File: src/rtl/brvm_ram.sv
// ============================================================================
// brvm_ram : generic single-write, single-read synchronous RAM
// Read data is registered and holds while no read is issued.
// ============================================================================
module brvm_ram #(
    parameter int WIDTH = 8,
    parameter int DEPTH = 256
) (
    input  logic                     clk,
    input  logic                     we,
    input  logic [$clog2(DEPTH)-1:0] waddr,
    input  logic [WIDTH-1:0]         wdata,
    input  logic                     re,
    input  logic [$clog2(DEPTH)-1:0] raddr,
    output logic [WIDTH-1:0]         rdata
);

    logic [WIDTH-1:0] ram_reg [DEPTH];
    logic [WIDTH-1:0] rdata_reg;

    always_ff @(posedge clk)
    begin
        if (we)
        begin
            ram_reg[waddr] <= wdata;
        end
        if (re)
        begin
            rdata_reg <= ram_reg[raddr];
        end
    end

    assign rdata = rdata_reg;

endmodule

File: config.mk
export PLATFORM = sky130hd
export DESIGN_NAME = brvm_ram
export DESIGN_NICKNAME = d
export VERILOG_FILES = /design/src/rtl/brvm_ram.sv
export SDC_FILE = /design/constraint.sdc
export NUM_CORES = 2
export LEC_CHECK = 0
export BUFFER_PORTS_ARGS = -buffer_cell sky130_fd_sc_hd__buf_2
export CORE_MARGIN = 2
export CORE_UTILIZATION = 30
export CTS_CLUSTER_SIZE = 8
export DETAILED_ROUTE_END_ITERATION = 8
export GPL_TIMING_DRIVEN = 0
export SLEW_MARGIN = 20
export SYNTH_ARGS = -nofsm -noshare
export SYNTH_HDL_FRONTEND = slang
export SYNTH_SLANG_ARGS = --single-unit
File: constraint.sdc
create_clock -name clk -period 4.57 [get_ports clk]
set_input_delay 0.914 -clock clk [delete_from_list [all_inputs] [get_ports clk]]
set_output_delay 0.914 -clock clk [all_outputs]
set_load 0.01 [all_outputs]
==> impl_metrics.json <==
{
  "run_status": "complete, but fails checks",
  "failed_checks": "negative setup slack",
  "grt_first_pass_wirelength_mm": 339,
  "grt_pass1_vias": 41500,
  "gp_routability_congestion": 0.985,
  "finalWirelength_mm": 249,
  "yosys_register_bits": 2056,
  "postSynth.asyncResetShare_pct": 0,
  "drc_errors": 0,
  "cts_inserted_buffers": 308,
  "hold_depth": 1,
  "setup.worst_path.end_class": "flip-flop",
  "type_of_the_worst_setup_path": "primary input to flip-flop",
  "grt_most_used_layer": "met2",
  "synthesis.yosys.warnings": 0,
  "highest_attainable_clock_frequency_ghz": 0.210,
  "cp_num_buf_inv": 4,
  "synth_top_flop_cell": "edfxtp_1",
  "synth-edff-count": 2056,
  "critical-path-max-stage-delay_ns": 0.80,
  "use_met1_pct": 23.7,
  "overflow": 0,
  "critPathTopFamily": "buffers and inverters",
  "netlist-cell-type-count": 54,
  "drtPass1Iterations": 6,
  "clock-root-buffer": "clkbuf_16",
  "grt_setup_unrepaired": "false",
  "net-switching-power_w": 0.00916,
  "crit_slowest_cell": "nor4_2",
  "grt_max_degree": 131,
  "die-area_sq_um": 270000,
  "netlist_instances": 3733,
  "power_frac_clock_pct": 45.9,
  "syn-cell-area_sq_um": 79600,
  "worstRegToRegCells": 7,
  "layout.filler_cells": 24300,
  "post-route-worst-setup-slack_ns": -0.183,
  "final_max_slew_viol_count": 0,
  "path_depth": 9,
  "slew_headroom_pct": 14.7,
  "p_per_area_nw_per_um2": 460,
  "areaGrowthSynthToFinish_pct": 16.7,
  "fp-row-count": 189,
  "antenna_left": 0,
  "drt-initial-drc-count": 6573,
  "synth.largest_area_cell": "edfxtp_1",
  "setup_viol": 4,
  "critical_path.most_common_cell": "buf_2",
  "placeableCoreArea_sq_um": 265000,
  "synth.net_count": 3760,
  "placement.io_buffers": 27,
  "drive_above_1_share_pct": 24.3,
  "min_path_type": "primary input to flip-flop",
  "cp_max_fo": 10,
  "internal_power_w": 0.0336,
  "comb_power_share_pct": 5.4,
  "maxCapViolCount": 0,
  "p_total_w": 0.0428,
  "antenna_violations_before_repair": 22,
  "report.final.hold_viol_count": 0,
  "die_h_microns": 519,
  "hpwl_mm": 165,
  "post_layout_utilization_of_the_core_pct": 35.1,
  "via_count": 41900,
  "cts.sink_count": 2056,
  "path_cells": "buf_2, buf_2, and2_1, buf_1, clkbuf_1, a22oi_1, a21oi_1, nor3_1, nor4_2",
  "tritoncts": "done",
  "grt_use_met2_pct": 27.3,
  "worst_clock_skew_ns": 0.0625,
  "synth_top_cell_area_share_pct": 77.5,
  "largest_register_ff_count": 2048,
  "via_per_inst": 5.48,
  "required_arrival_time_at_the_worst_endpoint_ns": 5.13,
  "globalRouteTotalUtil_pct": 18.1,
  "cts_buffer_depth": 4,
  "use_met3_pct": 4.68,
  "final.hold.worst_slack_ns": 0.424,
  "crit_arrival_ns": 5.31,
  "netlist_top_cells_area": "edfxtp_1 78%, mux4_2 13%, mux2i_1 1.7%",
  "drt-wirelength-per-cell_microns": 32.5,
  "switching_share_pct": 21.4,
  "initial_cell_density_of_the_core_pct": 30.1,
  "synthesis.area_per_instance_sq_um": 21.3,
  "clk_pin_slew_ns": 0.05,
  "yosysSeqAreaShare_pct": 77.5,
  "vdd_ir_drop_max_mv": 0.398,
  "start_kind": "primary input",
  "tightestPinTransition_ns": 1.27,
  "p_leak_nw": 28.4,
  "p_seq_share_pct": 48.8,
  "htreeDepth": 5,
  "finalCriticalPeriod_ns": 4.75,
  "final_net_count": 4118,
  "dieWidth_microns": 519,
  "ios": 35,
  "cts_hold_repair.buffers": 0,
  "fraction_of_the_cycle_the_final_worst_path_needs_pct": 104,
  "worst_skew_pair.late_latency_ns": 0.94
}
## through the flow
step / worst slack [ns] / setup TNS (ns) / cell area [sq um] / std cells
CTS: 0.0811 / 0 / 92900 / 7639
global route: 0.0211 / 0 / 93000 / 7643
detailed placement: -1.16 / -7.43 / 84900 / 7315
global placement: -2.05 / -1161.85 / 84200 / 7293
floorplan: 1.58 / 0 / 79600 / 3733
finish: -0.183 / -0.321 / 93000 / 7646
## worst paths after layout
check | from | to | slack, ns
setup reg to reg | ram_reg[83][5]$_DFFE_PP_ | rdata[5]$_DFFE_PP_ | 0.96
setup / recovery | raddr[2] | rdata[0]$_DFFE_PP_ | -0.18
hold reg to reg | ram_reg[41][3]$_DFFE_PP_ | rdata[3]$_DFFE_PP_ | 1.32
hold / removal | wdata[7] | ram_reg[211][7]$_DFFE_PP_ | 0.42
## power by group through the flow
stage	logic (W)	registers (W)	clock network [W]
after detailed placement	0.00225	0.0212	0
after global routing	0.00234	0.0208	0.0205
after global placement	0.00214	0.0213	0
after CTS	0.00225	0.0209	0.0197
after floorplan	0.00101	0.0212	0
final	0.00230	0.0209	0.0196
## cell usage after synthesis (13+ instances only)
cell / instances
nor3_1: 22
mux2i_1: 134
nand3_1: 34
a211oi_1: 16
nor4_1: 24
o22ai_1: 28
buf_6: 21
a221oi_1: 13
edfxtp_1: 2056
buf_8: 13
clkbuf_1: 111
nor2_1: 282
nand2_1: 33
mux4_2: 454
buf_4: 27
o221ai_1: 46
buf_1: 22
a22oi_1: 133
buf_2: 31
nor2b_1: 31
a21oi_1: 96
## metal layers
layer / vias to the layer above / part of all wire (%)
met5: - / 0.027
met4: 12 / 6.0
met3: 606 / 10
met2: 2641 / 45
met1: 22400 / 38
li1: 16300 / -
## area by class of cell
type	instances	area [sq um]	area share [%]
Sequential cell	2056	61700	66.4
Multi-Input combinational cell	1442	16600	17.8
Clock buffer	317	7890	8.49
Tap cell	3533	4420	4.75
Buffer	232	1490	1.60
Timing Repair Buffer	49	753	0.810
Clock inverter	8	81.3	0.0875
Antenna cell	7	17.5	0.0188
Inverter	2	7.51	0.00807
## what timing repair did
| action | CTS | global route |
|---|---|---|
| resized for setup | 2 | 0 |
| setup buffers | 0 | 0 |
| endpoints found under the setup margin | 3 | 0 |
## layout by cell type (no fill, tap or decap), types with 11 or more instances in the layout
master / n
buf_2: 58
a221oi_1: 13
clkbuf_2: 29
buf_4: 30
mux2i_1: 134
edfxtp_1: 2056
buf_8: 21
nor3_1: 19
buf_16: 18
nand3_1: 34
buf_1: 14
nor4_1: 11
o22ai_1: 28
a22oi_1: 133
buf_6: 21
o221ai_1: 46
clkbuf_16: 315
nor2_1: 279
nor2b_1: 31
a211oi_1: 16
nand2_1: 33
mux4_2: 454
clkbuf_1: 83
nor4_2: 15
a21oi_1: 95
## kinds of logic after synthesis
logic type	share of synthesized area, %
flops	77.5
mux	14.6
simple gates	2.63
compound gates	3.42
buf+inv	1.83
Note: power is estimated with default switching activity, not from simulation.
