`src/rtl/brvm_pkg.sv`:
```
// ============================================================================
// brvm_pkg : shared types and constants of the byte-register VM core
// Opcodes, status codes and the execute-unit control word.
// ============================================================================
package brvm_pkg;

    localparam int REG_COUNT = 256;
    localparam int REG_AW    = 8;
    localparam int IO_W      = 13;

    localparam logic [7:0] OP_HALT   = 8'h00;
    localparam logic [7:0] OP_LOAD   = 8'h10;
    localparam logic [7:0] OP_STORE  = 8'h20;
    localparam logic [7:0] OP_MOVE   = 8'h30;
    localparam logic [7:0] OP_IMM    = 8'h40;
    localparam logic [7:0] OP_ADD    = 8'h50;
    localparam logic [7:0] OP_SUB    = 8'h60;
    localparam logic [7:0] OP_GT     = 8'h70;
    localparam logic [7:0] OP_GE     = 8'h80;
    localparam logic [7:0] OP_EQ     = 8'h90;
    localparam logic [7:0] OP_BRANCH = 8'ha0;
    localparam logic [7:0] OP_JUMP   = 8'hb0;
    localparam logic [7:0] OP_PUT    = 8'hc0;
    localparam logic [7:0] OP_GET    = 8'hd0;

    typedef enum logic [2:0] {
        ST_OK      = 3'd0,
        ST_HALT    = 3'd1,
        ST_ILLEGAL = 3'd2,
        ST_BADADDR = 3'd3,
        ST_PUT     = 3'd4,
        ST_GET     = 3'd5,
        ST_HALTED  = 3'd6
    } status_t;

    // Control word from the execute unit to the pipeline
    typedef struct packed {
        status_t             status;
        logic                reg_we;
        logic                mem_we;
        logic                load;
        logic                halt_set;
        logic [IO_W-1:0]     io;
        logic [REG_AW-1:0]   dest;
        logic [31:0]         value;
    } exec_ctl_t;

    // First read port takes operand A for these opcodes, operand B otherwise
    function automatic logic rd0_uses_a(input logic [7:0] op);
        rd0_uses_a = op inside {OP_STORE, OP_BRANCH, OP_PUT, OP_GET};
    endfunction

endpackage

```
`src/rtl/brvm_exec.sv`:
```
// ============================================================================
// brvm_exec : instruction decode and execute
// Works out next pc, status, register and memory effects of one instruction.
// ============================================================================
module brvm_exec #(
    parameter int CODE_WORDS = 1024,
    parameter int DATA_BYTES = 8192
) (
    input  logic [31:0]                   instr,
    input  logic [31:0]                   op0,
    input  logic [31:0]                   op1,
    input  logic [$clog2(CODE_WORDS)-1:0] pc,
    input  logic                          halted,
    output logic [$clog2(CODE_WORDS)-1:0] next_pc,
    output brvm_pkg::exec_ctl_t           ctl
);

    localparam int PC_W = $clog2(CODE_WORDS);

    logic [7:0]      op;
    logic [7:0]      fa;
    logic [7:0]      fb;
    logic [7:0]      fc;
    logic            in_range;
    logic [PC_W-1:0] pc_inc;

    assign op = instr[7:0];
    assign fa = instr[15:8];
    assign fb = instr[23:16];
    assign fc = instr[31:24];

    assign in_range = op0 < 32'(DATA_BYTES);
    assign pc_inc   = (pc == PC_W'(CODE_WORDS - 1)) ? '0 : pc + PC_W'(1);

    always_comb
    begin
        next_pc      = pc_inc;
        ctl.status   = brvm_pkg::ST_OK;
        ctl.reg_we   = 1'b0;
        ctl.mem_we   = 1'b0;
        ctl.load     = 1'b0;
        ctl.halt_set = 1'b0;
        ctl.io       = '0;
        ctl.value    = '0;
        if (halted)
        begin
            next_pc    = pc;
            ctl.status = brvm_pkg::ST_HALTED;
        end
        else
        begin
            case (op)
                brvm_pkg::OP_HALT:
                begin
                    next_pc      = pc;
                    ctl.halt_set = 1'b1;
                    ctl.status   = brvm_pkg::ST_HALT;
                end
                brvm_pkg::OP_LOAD:
                begin
                    if (in_range)
                        ctl.load = 1'b1;
                    else
                        ctl.status = brvm_pkg::ST_BADADDR;
                end
                brvm_pkg::OP_STORE:
                begin
                    if (in_range)
                        ctl.mem_we = 1'b1;
                    else
                        ctl.status = brvm_pkg::ST_BADADDR;
                end
                brvm_pkg::OP_MOVE:
                begin
                    ctl.reg_we = 1'b1;
                    ctl.value  = op0;
                end
                brvm_pkg::OP_IMM:
                begin
                    ctl.reg_we = 1'b1;
                    ctl.value  = 32'(fb);
                end
                brvm_pkg::OP_ADD:
                begin
                    ctl.reg_we = 1'b1;
                    ctl.value  = op0 + op1;
                end
                brvm_pkg::OP_SUB:
                begin
                    ctl.reg_we = 1'b1;
                    ctl.value  = op0 - op1;
                end
                brvm_pkg::OP_GT:
                begin
                    ctl.reg_we = 1'b1;
                    ctl.value  = 32'(op0 > op1);
                end
                brvm_pkg::OP_GE:
                begin
                    ctl.reg_we = 1'b1;
                    ctl.value  = 32'(op0 >= op1);
                end
                brvm_pkg::OP_EQ:
                begin
                    ctl.reg_we = 1'b1;
                    ctl.value  = 32'(op0 == op1);
                end
                brvm_pkg::OP_BRANCH:
                begin
                    next_pc = (op0 != 32'd0) ? PC_W'(fb) : PC_W'(fc);
                end
                brvm_pkg::OP_JUMP:
                begin
                    next_pc = PC_W'(fa);
                end
                brvm_pkg::OP_PUT, brvm_pkg::OP_GET:
                begin
                    if (in_range)
                    begin
                        ctl.status = (op == brvm_pkg::OP_PUT) ? brvm_pkg::ST_PUT
                                                              : brvm_pkg::ST_GET;
                        ctl.io     = op0[brvm_pkg::IO_W-1:0];
                    end
                    else
                    begin
                        ctl.status = brvm_pkg::ST_BADADDR;
                    end
                end
                default:
                begin
                    ctl.status = brvm_pkg::ST_ILLEGAL;
                end
            endcase
        end
        // destination is reported only for a completed register write
        ctl.dest = (ctl.reg_we || ctl.load) ? fa : '0;
    end

endmodule

```
`config.mk`:
```
export PLATFORM = sky130hd
export DESIGN_NAME = brvm_exec
export DESIGN_NICKNAME = d
export VERILOG_FILES = /design/src/rtl/brvm_pkg.sv /design/src/rtl/brvm_exec.sv
export SDC_FILE = /design/constraint.sdc
export NUM_CORES = 1
export LEC_CHECK = 0
export BUFFER_PORTS_ARGS = -buffer_cell sky130_fd_sc_hd__buf_4
export CORE_MARGIN = 5
export CORE_UTILIZATION = 52
export DETAILED_ROUTE_END_ITERATION = 10
export PLACE_DENSITY = 0.83
export SETUP_SLACK_MARGIN = 0.3
export SYNTH_ARGS = -nofsm -noshare
export SYNTH_HDL_FRONTEND = slang
export SYNTH_SLANG_ARGS = --single-unit
```
`constraint.sdc`:
```
create_clock -name vclk -period 3
set_input_delay 0 -clock vclk [all_inputs]
set_output_delay 0 -clock vclk [all_outputs]
set_load 0.02 [all_outputs]
```
==> flow_summary.toml <==
[placed_design]
dp_hpwl_um = 15900
port_buffers = 177
gp_congestion = 0.981
place_area_um2 = 6770
post-place-cells = 1104

[layout]
stdcell_area_um2 = 7380
fin_cells = 1125
post-route-util = 0.766
syn2layout_area_growth_pct = 45.6
multi_input_area_um2 = 5090
regArea_um2 = 0
n_antenna_cell = 0
nClkBuffers = 0
drive_gt1_frac = 0.345
fillers = 773
nNetsFinal = 1167
design.seq.count = 0

[sta]
slew_violations = 0
final-hold-violation-count = 0
slew_headroom = 0.510
fin_crit_ns = 2.92
fmax_mhz = 343
rsz0062_at_grt = "true"
tns_ns = 0
setup_viol = 0
tightest_slew_ns = 0.732
fin_crit_sh = 0.972

[synth]
yosysWarnings = 0
synth.area.top_cells = "ha_1, a21oi_1, xnor2_1"
yosysTopAreaCellShare = 0.158
netlist_instances = 793
netlist_area_um2 = 5070
yosysSeqAreaShare = 0
avgSynthCellArea_um2 = 6.39
synthDistinctLibCells = 66
yosys.area.top_type = "ha_1"
syn_nets = 966

[run]
drv_cap = 0

[drt]
routed_wl_um = 21000
drc = 0
vias = 7139
viasPerCell = 6.35
wl_per_cell_um = 18.6
detail-route-antenna-nets = 0
drt_pass1_iterations = 6
drt_iter0_drc = 761

[floorplanning]
die_width_um = 109
rows = 36
die_h_um = 109
start_util = 0.526
core_um2 = 9640
pin_count = 177
fp.dieArea_um2 = 11800

[hold_path]
hp-class = "in -> out"

[critical_path]
critical_path_class = "in -> out"
worst_setup_path_end_kind = "output pin"
endpoint = "ctl[28]"
worstPathArrival_ns = 2.92
cp_max_fo = 2
startpoint = "op0[0]"
startpoint_type = "input pin"
worstPathRequired_ns = 3.00

[global_routing]
grt_use_total = 0.316
grt_pass1_vias = 6342
grt_max_degree = 33
antenna_found_initial = 0
grt_first_pass_wirelength_um = 31100
gr-total-overflow = 0

[power_and_ir_drop]
p_per_area_nw_per_um2 = 171
ir_drop_v = 0.000119
p_leak_uw = 0.00322

[run_status]
status = "finished clean"
cells in the mapped netlist, types with 10 or more instances:
cell type   n
inv_1      63
a221oi_1   11
nand4_1    11
nand2b_1   10
o21bai_1   12
o31ai_1    10
nor3_1     24
nand3_1    12
nor2_1     77
or2_2      10
a222oi_1   14
a22oi_1    13
o21ai_0    47
clkbuf_1   40
a21o_1     15
nor2b_1    18
xnor2_1    34
a21oi_1    92
nor4_1     17
ha_1       64
and2_1     14
nand2_1    65
critical path, cell delays in order:
cell and delay [ns]:
buf_8 0.10, clkinv_4 0.04, ha_4 0.13, inv_4 0.03
fa_2 0.35, a21o_1 0.19, a221o_1 0.35, a211oi_4 0.28
o41ai_2 0.13, a221oi_2 0.32, o21ai_1 0.11, a21o_1 0.23
xnor2_2 0.14, a221oi_2 0.25, a21oi_2 0.08, buf_4 0.17
final cells by class:
type	instances	area share
tap	133	0.0225
timing repair buffer	245	0.253
multi-input combinational	682	0.690
inverter	65	0.0344
power breakdown:
part / total [uW] / leakage (uW) / switching (uW) / internal [uW]
combinational: 1260 / 0.00322 / 698 / 566
sequential: 0 / 0 / 0 / 0
clock: 0 / 0 / 0 / 0
total: 1260 / 0.00322 / 698 / 566
what timing repair did:
| item | 4_1_cts | 5_1_grt |
|---|---|---|
| hold buffers | 0 | 0 |
| resized for setup | 51 | 55 |
| setup endpoints to repair | 17 | 23 |
| buffers inserted | 14 | 7 |
| pin swaps | 41 | 26 |
| gates cloned | 0 | 0 |
kinds of logic after synthesis:
| kind of cell | Yosys count | share of synthesized area |
|---|---|---|
| AOI/OAI and AO/OA | 288 | 0.392 |
| and+or+nand+nor | 279 | 0.270 |
| buffers and inverters | 111 | 0.0846 |
| adders and majority gates | 66 | 0.166 |
| xor gates and xnor gates | 39 | 0.0674 |
| muxes | 10 | 0.0205 |
stage by stage:
stage               hold WS, ns  worst slack [ns]  power (uW)
floorplan                 0.156             0.297         669
global placement          0.338           -0.0103        1040
detailed placement        0.348           -0.0363        1050
CTS                       0.348             0.123        1140
global route              0.359           -0.0789        1350
finish                    0.347            0.0826        1260
how the worst min path moves through the flow:
stage | slack, ns | to | start | cells after the start
global route | 0.36 | next_pc[0] | pc[0] | 3
floorplan | 0.16 | ctl[40] | op0[0] | 2
finish | 0.35 | ctl[34] | instr[10] | 3
CTS | 0.35 | next_pc[0] | pc[0] | 3
global placement | 0.34 | ctl[38] | instr[14] | 3
detailed placement | 0.35 | ctl[37] | instr[13] | 3
placed cells by master, fill, tap and decap left out, types with 15 or more instances in the layout:
master / netlist / routed
a21o_1: 15 / 15
a21oi_1: 92 / 82
buf_4: 0 / 238
ha_1: 64 / 49
inv_1: 63 / 61
nand2_1: 65 / 63
nor2_1: 77 / 71
nor2b_1: 18 / 16
nor3_1: 24 / 23
o21ai_0: 47 / 41
xnor2_1: 34 / 30
metal layers:
layer,track usage,part of all wire,wire (um),up-vias
met2,0.520,0.45,9480,495
li1,-,-,-,3319
met3,0.0462,0.12,2520,74
met1,0.423,0.39,8190,3251
met4,0.105,0.037,780,0
met5,0,0,0,-
No activity file was read; power rests on OpenSTA's default activity.
